===== config.mk =====
export PLATFORM = sky130hd
export DESIGN_NAME = life_generation_step
export DESIGN_NICKNAME = d
export VERILOG_FILES = /design/src/rtl/lgs_pkg.sv /design/src/rtl/life_generation_step.sv /design/src/rtl/lgs_ram.sv /design/src/rtl/lgs_row_calc.sv
export SDC_FILE = /design/constraint.sdc
export NUM_CORES = 2
export LEC_CHECK = 0
export BUFFER_PORTS_ARGS = -buffer_cell sky130_fd_sc_hd__clkbuf_2
export CAP_MARGIN = 20
export CORE_ASPECT_RATIO = 1.2
export CORE_MARGIN = 1.5
export CORE_UTILIZATION = 52
export DETAILED_ROUTE_END_ITERATION = 16
export PLACE_DENSITY = 0.67
export SLEW_MARGIN = 20
export SYNTH_ARGS = -nofsm -noshare
export SYNTH_HDL_FRONTEND = slang
export SYNTH_SLANG_ARGS = --single-unit

===== constraint.sdc =====
create_clock -name clock -period 9.94 [get_ports clock]
set_input_delay 0.994 -clock clock [delete_from_list [all_inputs] [get_ports clock]]
set_output_delay 0.994 -clock clock [all_outputs]
set_load 0.02 [all_outputs]

===== src/rtl/lgs_pkg.sv =====
// types and constants of the life generation step block
`default_nettype none

package lgs_pkg;

   localparam int ACTION_W = 2;
   localparam int CELL_W   = 5;

   localparam logic [ACTION_W-1:0] ACT_TOGGLE  = 2'd0;
   localparam logic [ACTION_W-1:0] ACT_ADVANCE = 2'd1;
   localparam logic [ACTION_W-1:0] ACT_READ    = 2'd2;

   typedef struct packed {
      logic [ACTION_W-1:0] action;
      logic [CELL_W-1:0]   cell_x;
      logic [CELL_W-1:0]   cell_y;
   } req_type;

   typedef struct packed {
      logic cell_alive;
      logic border_hit;
   } rsp_type;

   typedef enum logic [2:0] {
      ST_CLEAR,
      ST_IDLE,
      ST_CELL,
      ST_ADVANCE,
      ST_DRAIN
   } state_type;

endpackage

`default_nettype wire


===== src/rtl/life_generation_step.sv =====
// life board: toggle, read and advance of a double-buffered b3/s23 cell board
// toggle and read: the row read at the start beat is used in ST_CELL, which registers the result strobe
// advance: one board row read per cycle in ST_ADVANCE, result strobe registered in ST_DRAIN after the last row
// busy rises after the start beat and falls as the result strobe rises
// after reset ST_CLEAR zeroes all 2 * 2**clog2(BOARD_ROWS) board memory words, busy high meanwhile
// results cannot be held off: each strobe lasts exactly one cycle
`default_nettype none

module life_generation_step #(
   parameter int BOARD_COLS = 32,
   parameter int BOARD_ROWS = 32
) (
   input  wire logic            clock,
   input  wire logic            reset,
   input  wire logic            start,
   output logic                 busy,
   input  wire lgs_pkg::req_type req_item,
   output logic                 rsp_valid,
   output lgs_pkg::rsp_type     rsp_item
);

   import lgs_pkg::*;

   localparam int ROW_W = $clog2(BOARD_ROWS);
   localparam int AW    = ROW_W + 1;
   localparam int DEPTH = 2 * (2 ** ROW_W);
   localparam logic [ROW_W-1:0] LAST_ROW = ROW_W'(BOARD_ROWS - 1);

   state_type             state_ff, state_in;
   logic                  half_ff, half_in;
   req_type               req_ff, req_in;
   logic [AW-1:0]         clr_ff, clr_in;
   logic [ROW_W-1:0]      row_ff, row_in;
   logic                  rdv_ff, rdv_in;
   logic [ROW_W-1:0]      rdi_ff, rdi_in;
   logic [BOARD_COLS-1:0] up_ff, up_in;
   logic [BOARD_COLS-1:0] mid_ff, mid_in;
   logic                  alive_ff, alive_in;
   logic                  rsp_valid_ff, rsp_valid_in;
   rsp_type               rsp_ff, rsp_in;

   logic                  wr_en;
   logic [AW-1:0]         wr_addr;
   logic [BOARD_COLS-1:0] wr_data;
   logic                  rd_en;
   logic [AW-1:0]         rd_addr;
   logic [BOARD_COLS-1:0] rd_data;

   logic [BOARD_COLS-1:0] next_row;
   logic [BOARD_COLS-1:0] cell_shift;
   logic [BOARD_COLS-1:0] next_shift;
   logic [BOARD_COLS-1:0] cell_mask;
   logic [ROW_W-1:0]      y_idx;
   logic [ROW_W-1:0]      wr_row;
   logic                  inner;
   logic                  cell_bit;
   logic                  new_bit;
   logic                  adv_wr;
   logic                  capture;

   lgs_ram #(
      .WIDTH (BOARD_COLS),
      .DEPTH (DEPTH)
   ) u_board (
      .clock   (clock),
      .wr_en   (wr_en),
      .wr_addr (wr_addr),
      .wr_data (wr_data),
      .rd_en   (rd_en),
      .rd_addr (rd_addr),
      .rd_data (rd_data)
   );

   lgs_row_calc #(
      .BOARD_COLS (BOARD_COLS)
   ) u_calc (
      .up_row   (up_ff),
      .mid_row  (mid_ff),
      .dn_row   (rd_data),
      .next_row (next_row)
   );

   assign inner = (req_ff.cell_x != '0) && (32'(req_ff.cell_x) < 32'(BOARD_COLS - 1))
               && (req_ff.cell_y != '0) && (32'(req_ff.cell_y) < 32'(BOARD_ROWS - 1));
   assign y_idx      = ROW_W'(req_ff.cell_y);
   assign cell_shift = rd_data >> req_ff.cell_x;
   assign next_shift = next_row >> req_ff.cell_x;
   assign cell_mask  = BOARD_COLS'(1) << req_ff.cell_x;
   assign cell_bit   = cell_shift[0];
   assign new_bit    = next_shift[0];
   assign wr_row     = rdi_ff - ROW_W'(1);
   assign adv_wr     = rdv_ff && (rdi_ff >= ROW_W'(2));
   assign capture    = adv_wr && inner && (wr_row == y_idx);
   assign up_in      = rdv_ff ? mid_ff : up_ff;
   assign mid_in     = rdv_ff ? rd_data : mid_ff;

   always_ff @(posedge clock) begin
      if (reset) begin
         state_ff     <= ST_CLEAR;
         half_ff      <= 1'b0;
         clr_ff       <= '0;
         rdv_ff       <= 1'b0;
         rsp_valid_ff <= 1'b0;
      end else begin
         state_ff     <= state_in;
         half_ff      <= half_in;
         clr_ff       <= clr_in;
         rdv_ff       <= rdv_in;
         rsp_valid_ff <= rsp_valid_in;
      end
   end

   always_ff @(posedge clock) begin
      req_ff   <= req_in;
      row_ff   <= row_in;
      rdi_ff   <= rdi_in;
      up_ff    <= up_in;
      mid_ff   <= mid_in;
      alive_ff <= alive_in;
      rsp_ff   <= rsp_in;
   end

   always_comb begin
      state_in     = state_ff;
      half_in      = half_ff;
      req_in       = req_ff;
      clr_in       = clr_ff;
      row_in       = row_ff;
      rdv_in       = 1'b0;
      rdi_in       = row_ff;
      alive_in     = alive_ff;
      rsp_valid_in = 1'b0;
      rsp_in       = rsp_ff;
      wr_en        = 1'b0;
      wr_addr      = clr_ff;
      wr_data      = '0;
      rd_en        = 1'b0;
      rd_addr      = {half_ff, row_ff};

      // row write of a generation sweep into the other half
      if (adv_wr) begin
         wr_en   = 1'b1;
         wr_addr = {~half_ff, wr_row};
         wr_data = next_row;
         if (capture) begin
            alive_in = new_bit;
         end
      end

      unique case (state_ff)
         ST_CLEAR: begin
            wr_en   = 1'b1;
            wr_addr = clr_ff;
            wr_data = '0;
            if (clr_ff == '1) begin
               state_in = ST_IDLE;
            end else begin
               clr_in = clr_ff + AW'(1);
            end
         end
         ST_IDLE: begin
            if (start) begin
               req_in   = req_item;
               alive_in = 1'b0;
               if (req_item.action == ACT_ADVANCE) begin
                  row_in   = '0;
                  state_in = ST_ADVANCE;
               end else begin
                  rd_en    = 1'b1;
                  rd_addr  = {half_ff, ROW_W'(req_item.cell_y)};
                  state_in = ST_CELL;
               end
            end
         end
         ST_CELL: begin
            if ((req_ff.action == ACT_TOGGLE) && inner) begin
               wr_en   = 1'b1;
               wr_addr = {half_ff, y_idx};
               wr_data = rd_data ^ cell_mask;
            end
            rsp_valid_in = 1'b1;
            rsp_in.cell_alive = inner && ((req_ff.action == ACT_TOGGLE) ? !cell_bit : cell_bit);
            rsp_in.border_hit = !inner;
            state_in = ST_IDLE;
         end
         ST_ADVANCE: begin
            rd_en   = 1'b1;
            rd_addr = {half_ff, row_ff};
            rdv_in  = 1'b1;
            rdi_in  = row_ff;
            if (row_ff == LAST_ROW) begin
               state_in = ST_DRAIN;
            end else begin
               row_in = row_ff + ROW_W'(1);
            end
         end
         ST_DRAIN: begin
            if (rdv_ff && (rdi_ff == LAST_ROW)) begin
               half_in           = ~half_ff;
               rsp_valid_in      = 1'b1;
               rsp_in.cell_alive = capture ? new_bit : alive_ff;
               rsp_in.border_hit = 1'b0;
               state_in          = ST_IDLE;
            end
         end
         default: begin
            state_in = ST_CLEAR;
            clr_in   = '0;
         end
      endcase
   end

   assign busy      = (state_ff != ST_IDLE);
   assign rsp_valid = rsp_valid_ff;
   assign rsp_item  = rsp_ff;

endmodule

`default_nettype wire


===== src/rtl/lgs_ram.sv =====
// generic single-port-write, single-port-read ram with registered read
`default_nettype none

module lgs_ram #(
   parameter int WIDTH = 32,
   parameter int DEPTH = 64
) (
   input  wire logic                     clock,
   input  wire logic                     wr_en,
   input  wire logic [$clog2(DEPTH)-1:0] wr_addr,
   input  wire logic [WIDTH-1:0]         wr_data,
   input  wire logic                     rd_en,
   input  wire logic [$clog2(DEPTH)-1:0] rd_addr,
   output logic      [WIDTH-1:0]         rd_data
);

   logic [WIDTH-1:0] mem_ff [DEPTH];
   logic [WIDTH-1:0] rd_data_ff;

   always_ff @(posedge clock) begin
      if (wr_en) begin
         mem_ff[wr_addr] <= wr_data;
      end
      if (rd_en) begin
         rd_data_ff <= mem_ff[rd_addr];
      end
   end

   assign rd_data = rd_data_ff;

endmodule

`default_nettype wire


===== src/rtl/lgs_row_calc.sv =====
// next-generation row from three neighboring rows, rule b3/s23
`default_nettype none

module lgs_row_calc #(
   parameter int BOARD_COLS = 32
) (
   input  wire logic [BOARD_COLS-1:0] up_row,
   input  wire logic [BOARD_COLS-1:0] mid_row,
   input  wire logic [BOARD_COLS-1:0] dn_row,
   output logic      [BOARD_COLS-1:0] next_row
);

   assign next_row[0]            = 1'b0;
   assign next_row[BOARD_COLS-1] = 1'b0;

   for (genvar c = 1; c < BOARD_COLS - 1; c++) begin : g_col
      logic [3:0] count;
      assign count = 4'(up_row[c-1]) + 4'(up_row[c]) + 4'(up_row[c+1])
                   + 4'(mid_row[c-1]) + 4'(mid_row[c+1])
                   + 4'(dn_row[c-1]) + 4'(dn_row[c]) + 4'(dn_row[c+1]);
      assign next_row[c] = (count == 4'd3) || (mid_row[c] && (count == 4'd2));
   end

endmodule

`default_nettype wire


---- Word level (Yosys, flattened, before mapping) ----
Memories as Yosys holds them, arrays and structs flattened. A register that Yosys moved wholly into a read port is not among the register bits.
Cells that the tools add are included.
Widths: inputs -> output; s select.
storage, ports and cells
  register bits ........................... 101
  latch bits .............................. 0
  bits in writable memories ............... 2,048
  memory bits (read-only) ................. 0
  output and inout bits ................... 4
  logic and storage cells ................. 438
  memories ................................ 1
cells by class
  add/sub/neg operators ................... 213
  multipliers ............................. 0
  divide/modulo/power cells ............... 0
  order comparisons ....................... 3
  equal/unequal tests ..................... 77
  shift operators ......................... 3
  multiplexer cells ....................... 39
  bitwise operators ....................... 3
  reduce and logical (&&, ||, !) cells .... 84
memory list
  memory          depth  width  read ports  clocked after memory_dff  write ports  line           text
  u_board.mem_ff  64     32     1           1                         1            lgs_ram.sv:17  logic [WIDTH-1:0] mem_ff [DEPTH];
operators by type and width
  operator              number
  $add 4x1->4           180
  $eq 4x2->1 const B    60
  $pmux 32 s2           1
  $add 1x1->2           30
  $logic_and 1x1->1     39
  $mux 32               1
  $shl 1x5->32 const A  1
  $shr 32x5->1          1
  $xor 32x32->32        1
  $mux 31               1
  $shr 31x5->1          1
  $logic_or 1x1->1      30
  $mux 5                6
  $pmux 6 s2            2
  $mux 6                3
  $pmux 3 s5            1
  $mux 1                14
  $ne 2x2->1 const B    7
  $mux 3                4
  $eq 5x5->1 const B    2
  $lt 5x5->1 const B    2
  $pmux 5 s2            1
  $reduce_bool 5->1     2
  $reduce_and 2->1      4
  other kinds (21)      28

---- Longest topological paths before layout ----
  depth after elaboration ................. 15
  depth in mapped cells ................... 16

---- Cells and area by module ----
A second synthesis with hierarchy kept.
second synthesis, totals
  cells, all modules ...................... 4,601
  area total of the unflattened synthesis .. 89,595.9 sq um
modules (own cells, without submodules)
  module                times used  cells an instance  area each (sq um)
  lgs_ram               1           3,572              79,204.7
  life_generation_step  1           451                5,248.8
  lgs_row_calc          1           578                5,142.4

---- Worst setup path after synthesis ----
No wires, ideal clock.
  path kind ............................... reg2reg
  start ................................... register up_ff[12]
  end ..................................... memory u_board.mem_ff[0][13] (data pin)
  library setup time ...................... 0.729 ns
  arrival ................................. 5.470 ns
  required time ........................... 9.211 ns
  path slack .............................. 3.741 ns
  cell stages (with the launch flop) ...... 11
  path buffers ............................ 0
  period minus slack after synthesis ...... 6.199 ns
  cell sequence ........................... edfxtp_1 ha_1 inv_1 fa_1 fa_1 inv_1 fa_1 inv_1 fa_1 o21bai_1 o32ai_1
on the way
  cells in the longest elaborated chain, start to end .. 13
  elaborated cells between the ends (all ways) .. 14
  classes of those cells .................. 7 x add/sub; 2 x eq/ne; 3 x mux; 2 x reduce/logical
ends and longest elaborated chain
  item                           line                         text
  from (decl)                    life_generation_step.sv:36   logic [BOARD_COLS-1:0] up_ff, up_in;
  from (signal assigned)         life_generation_step.sv:117  up_ff <= up_in;
  $add 1x1->2 *                  lgs_row_calc.sv:18           assign count = 4'(up_row[c-1]) + 4'(up_row[c]) + 4'(up_row[c+1])
  $add 4x1->4 *                  lgs_row_calc.sv:18
  $add 4x1->4 * (2 in a row)     lgs_row_calc.sv:19           + 4'(mid_row[c-1]) + 4'(mid_row[c+1])
  $add 4x1->4 * (3 in a row)     lgs_row_calc.sv:20           + 4'(dn_row[c-1]) + 4'(dn_row[c]) + 4'(dn_row[c+1]);
  $eq 4x2->1                     lgs_row_calc.sv:21           assign next_row[c] = (count == 4'd3) || (mid_row[c] && (count == 4'd2));
  $logic_and 1x1->1              lgs_row_calc.sv:21
  $logic_or 1x1->1 *             lgs_row_calc.sv:21
  $mux 31 *                      life_generation_step.sv:141  if (adv_wr) begin
  $mux 32                        life_generation_step.sv:176  if ((req_ff.action == ACT_TOGGLE) && inner) begin
  $pmux 32 s2 *                  life_generation_step.sv:150  unique case (state_ff)
  named net u_board.wr_data[13]  lgs_ram.sv:11                input wire logic [WIDTH-1:0] wr_data,
  to (decl)                      lgs_ram.sv:17
The timed path passes the listed nets; every way through them passes the cells marked *.

---- Final worst setup path ----
  start ................................... register req_ff[8] in the netlist's numbering
  end ..................................... memory u_board.mem_ff[54][24] (enable)
on the way
  cells in the longest elaborated chain, start to end .. 9
  elaborated cells between the ends (all ways) .. 12
  classes of those cells .................. 1 x order compare; 6 x mux; 5 x reduce/logical
ends and longest elaborated chain
  item                                                    line                         text
  from (decl)                                             life_generation_step.sv:31   req_type req_ff, req_in;
  from (signal assigned)                                  life_generation_step.sv:114  req_ff <= req_in;
  $lt 5x5->1 / $reduce_bool 5->1 (equally long branches)  life_generation_step.sv:83   assign inner = (req_ff.cell_x != '0) && (32'(req_ff.cell_x) < 32'(BOARD_COLS - 1))
  $logic_and 1x1->1 *                                     life_generation_step.sv:83
  $logic_and 1x1->1 * (2 in a row)                        life_generation_step.sv:84   && (req_ff.cell_y != '0) && (32'(req_ff.cell_y) < 32'(BOARD_ROWS - 1));
  $logic_and 1x1->1 *                                     life_generation_step.sv:176
  $mux 1                                                  life_generation_step.sv:176
  $pmux 1 s2                                              life_generation_step.sv:150
  $mux 1                                                  lgs_ram.sv:21                if (wr_en) begin
  $mux 1 (not written as such)                            lgs_ram.sv:22                mem_ff[wr_addr] <= wr_data;
Every way passes the cells marked *; elsewhere a longest branch is shown, timed or not.

==> metrics.cfg <==
[placed_design]
port_buffers=18
gp_congestion=0.9688
place_area_um2=95190
post-dp-hpwl_um=163200

[die]
core-area_um2=174500
start_util_pct=52.24
dieArea_um2=177800
io_pins=19
die_width_um=385.2
dieHeight_um=461.6
rows=168

[critical_path]
reg2reg_from=req_ff[8]
path_common_cell=nand3_4
setup.worst_path.class=flip-flop to flip-flop
crit_start=req_ff[8]
crit_buf_inv=0
critPathCapture=u_board.mem_ff[54][24]
cp_num_cells=7
r2r_end=u_board.mem_ff[54][24]
cp_cell_sequence=nor3_2, o2bb2a_1, nand3_4, nand3_4, o221ai_1, nand3_1, nor2_4
crit_path_end_kind=flip-flop
cp.arrival_ns=6.91
crit_family=simple AND/OR/NAND/NOR gates
cp-start-kind=flip-flop
slowest_delay_ns=1.12
crit_fanout=33
crit_required_ns=10.41
reg2reg_depth=7
r2r_slack_ns=3.50
critPathSlowestCell=o221ai_1

[synth]
ys_types=80
ys_seq_area_share_pct=71.67
synthCells=6447
netlist_area_um2=91150
avgSynthCellArea_um2=14.14
synth-edff-count=2164
async_flop_share_pct=0
ys_ff_latch=2181
synth_fp_nets=6678
ys_warn_count=0
synth_flop_cell=edfxtp_1

[power_and_ir_drop]
p_leak_nw=33.37
ir_drop_mv=0.2009
p_total_w=0.01776
swShare_pct=19.84
p_seq_share_pct=56.6
clockPowerShare_pct=42.6
power.density_nw_per_um2=174.4
power_switching_w=0.003524
power.internal_w=0.01424
pwr-share-comb_pct=0.8

[timing]
hold_violations=0
tightest_slew_ns=1.373
post-route-period-util_pct=64.80
tns_ns=0
relSlewSlack_pct=7.609
finalSetupViolCount=0
drv_slew=0
fin_crit_ns=6.441
rsz0062_at_grt=no
skew_ns=0.04029
max_freq_mhz=155.3

[layout]
n_fill_cell=13240
postLayoutCellArea_um2=101900
multi_input_area_um2=24160
drive_above_1_share_pct=9.991
seq_area_um2=65320
syn_to_final_growth_pct=11.75
fin_nets=6724

[route]
num_vias=57500
wl_per_cell_um=30.82
post_drt_via_cell_ratio=6.401
drtAntennaViolNets=0
wirelength_um=276800
drt-initial-drc-count=8211
drc=0
drt-pass1-iter-count=8

[job]
max_cap_viol_count=0

[clocking]
clkSlewWorstSetupHoldPaths_ns=0.07
postCtsSetupRepairBufs=0
clk_path_buf_depth=3
cts_resized=0
ctsHoldBuffers=0
cts_tree=built
clk-insertion-delay-late_ns=0.87
clkSinkCount=2181
htreeDepth=4
clock-root-buffer=clkbuf_16
cts_buffers=199

[global_routing]
grt_start_max_net_pins=136
grt_overflow=0
grt_pass1_wl_um=391300
grt_pass1_vias=55140
antenna_found_initial=30
grt_use_total_pct=31.06

[status]
status=complete, no violations

[worst_hold_path]
hold_class=input pin to flip-flop

==> flip-flops by register name, summed over array words and instances (netlist names), named ones only <==
| name | cells |
|---|---|
| rdi_ff | 5 |
| u_board.mem_ff | 2048 |
| y_idx | 5 |
| req_ff | 7 |
| mid_ff | 32 |
| u_board.rd_data | 32 |
| state_ff | 3 |
| up_ff | 32 |
| rdv_ff | 1 |
| half_ff | 1 |
| rsp_item | 2 |
| clr_ff | 6 |
| rdi_in | 5 |
| rsp_valid | 1 |
==> layer usage <==
metal  wire length (µm)  GRT usage, %  vias to the layer above  share of wire [%]
met1              99840         39.80                    29120                 36
met2             128100         48.74                     3446                 46
li1                   -             -                    24180                  -
met3              29520         6.487                      740                 11
met4              19220         19.09                       16                6.9
met5                118             0                        -              0.043
==> per-stage QoR <==
stage	setup slack, ns	std cells	util (%)	hold slack (ns)
6_report	3.499	8983	58.38	0.3278
3_3_place_gp	3.756	8566	54.40	0.4382
5_1_grt	3.430	8979	58.38	0.3060
2_1_floorplan	3.741	6447	-	0.3721
3_5_place_dp	3.593	8577	54.56	0.4455
4_1_cts	3.578	8951	58.20	0.2782
==> worst min path at each step <==
stage / startpoint / to / cells past startpoint
2_1_floorplan: rdi_in[1] / rdi_ff[1] / 0
3_3_place_gp: mid_ff[31] / up_ff[31] / 0
3_5_place_dp: mid_ff[31] / up_ff[31] / 0
4_1_cts: req_item[8] / req_ff[8] / 1
5_1_grt: req_item[8] / req_ff[8] / 1
6_report: req_item[8] / req_ff[8] / 1
==> synthesized netlist by cell type, drive strengths merged (103+ instances only) <==
master / n / area [µm²]
a31oi: 108 / 681.9
a21oi: 122 / 610.6
fa: 120 / 2402
nand2: 1308 / 4915
edfxtp: 2164 / 64980
mux2i: 374 / 3744
a32oi: 144 / 1261
o22ai: 114 / 713.2
inv: 310 / 1166
nor2: 169 / 644.4
clkbuf: 162 / 608.1
buf: 196 / 1006
nand4: 103 / 644.4
nand3: 416 / 2087
==> placed cells by master (no fill, tap or decap), drive strengths merged, types with 17 or more instances in the layout <==
cell type / Yosys / routed
and3: 47 / 47
diode: 0 / 22
xnor2: 36 / 36
nor3: 28 / 28
clkinv: 0 / 94
nand2: 1308 / 1308
nor2: 169 / 169
o21ai: 56 / 56
bufinv: 0 / 17
inv: 310 / 319
ha: 96 / 96
nor4: 33 / 33
or3: 25 / 25
clkbuf: 162 / 268
a2111oi: 22 / 22
buf: 196 / 185
fa: 120 / 120
mux2i: 374 / 374
nand3: 416 / 416
edfxtp: 2164 / 2164
a32oi: 144 / 144
o22ai: 114 / 114
a31oi: 108 / 108
dfxtp: 17 / 17
a32o: 23 / 23
nand4: 103 / 103
a211oi: 47 / 47
a22oi: 29 / 29
a21oi: 122 / 122
==> cells by family (layout without fill, tap and decap cells) <==
| kind of cell | count (synthesis) | in the layout | synth area share, % |
|---|---|---|---|
| AOI/OAI and AO/OA | 743 | 743 | 5.787 |
| buffers and inverters | 668 | 887 | 3.050 |
| and+or+nand+nor | 2197 | 2197 | 10.54 |
| adders and majority gates | 216 | 216 | 3.953 |
| other | 0 | 22 | 0 |
| DFF | 2181 | 2181 | 71.67 |
| muxes | 399 | 399 | 4.589 |
| xor gates and xnor gates | 43 | 43 | 0.4132 |
==> area by class of cell <==
cell class | count | area share [%]
Clock buffer | 250 | 5.117
Timing Repair Buffer | 203 | 1.897
Tap cell | 2295 | 2.819
Inverter | 310 | 1.145
Antenna cell | 22 | 0.05405
Clock inverter | 124 | 1.119
Sequential cell | 2181 | 64.13
Multi-Input combinational cell | 3598 | 23.72
==> power groups by stage <==
stage | clock network, W | logic, W | registers, W
final | 0.00757 | 0.000144 | 0.0100
after floorplan | 0 | 0.0000622 | 0.0102
after CTS | 0.00762 | 0.000142 | 0.0100
after detailed placement | 0 | 0.000141 | 0.0102
after global routing | 0.00795 | 0.000150 | 0.0100
after global placement | 0 | 0.000121 | 0.0102
Power figures use the tool's default switching activity.
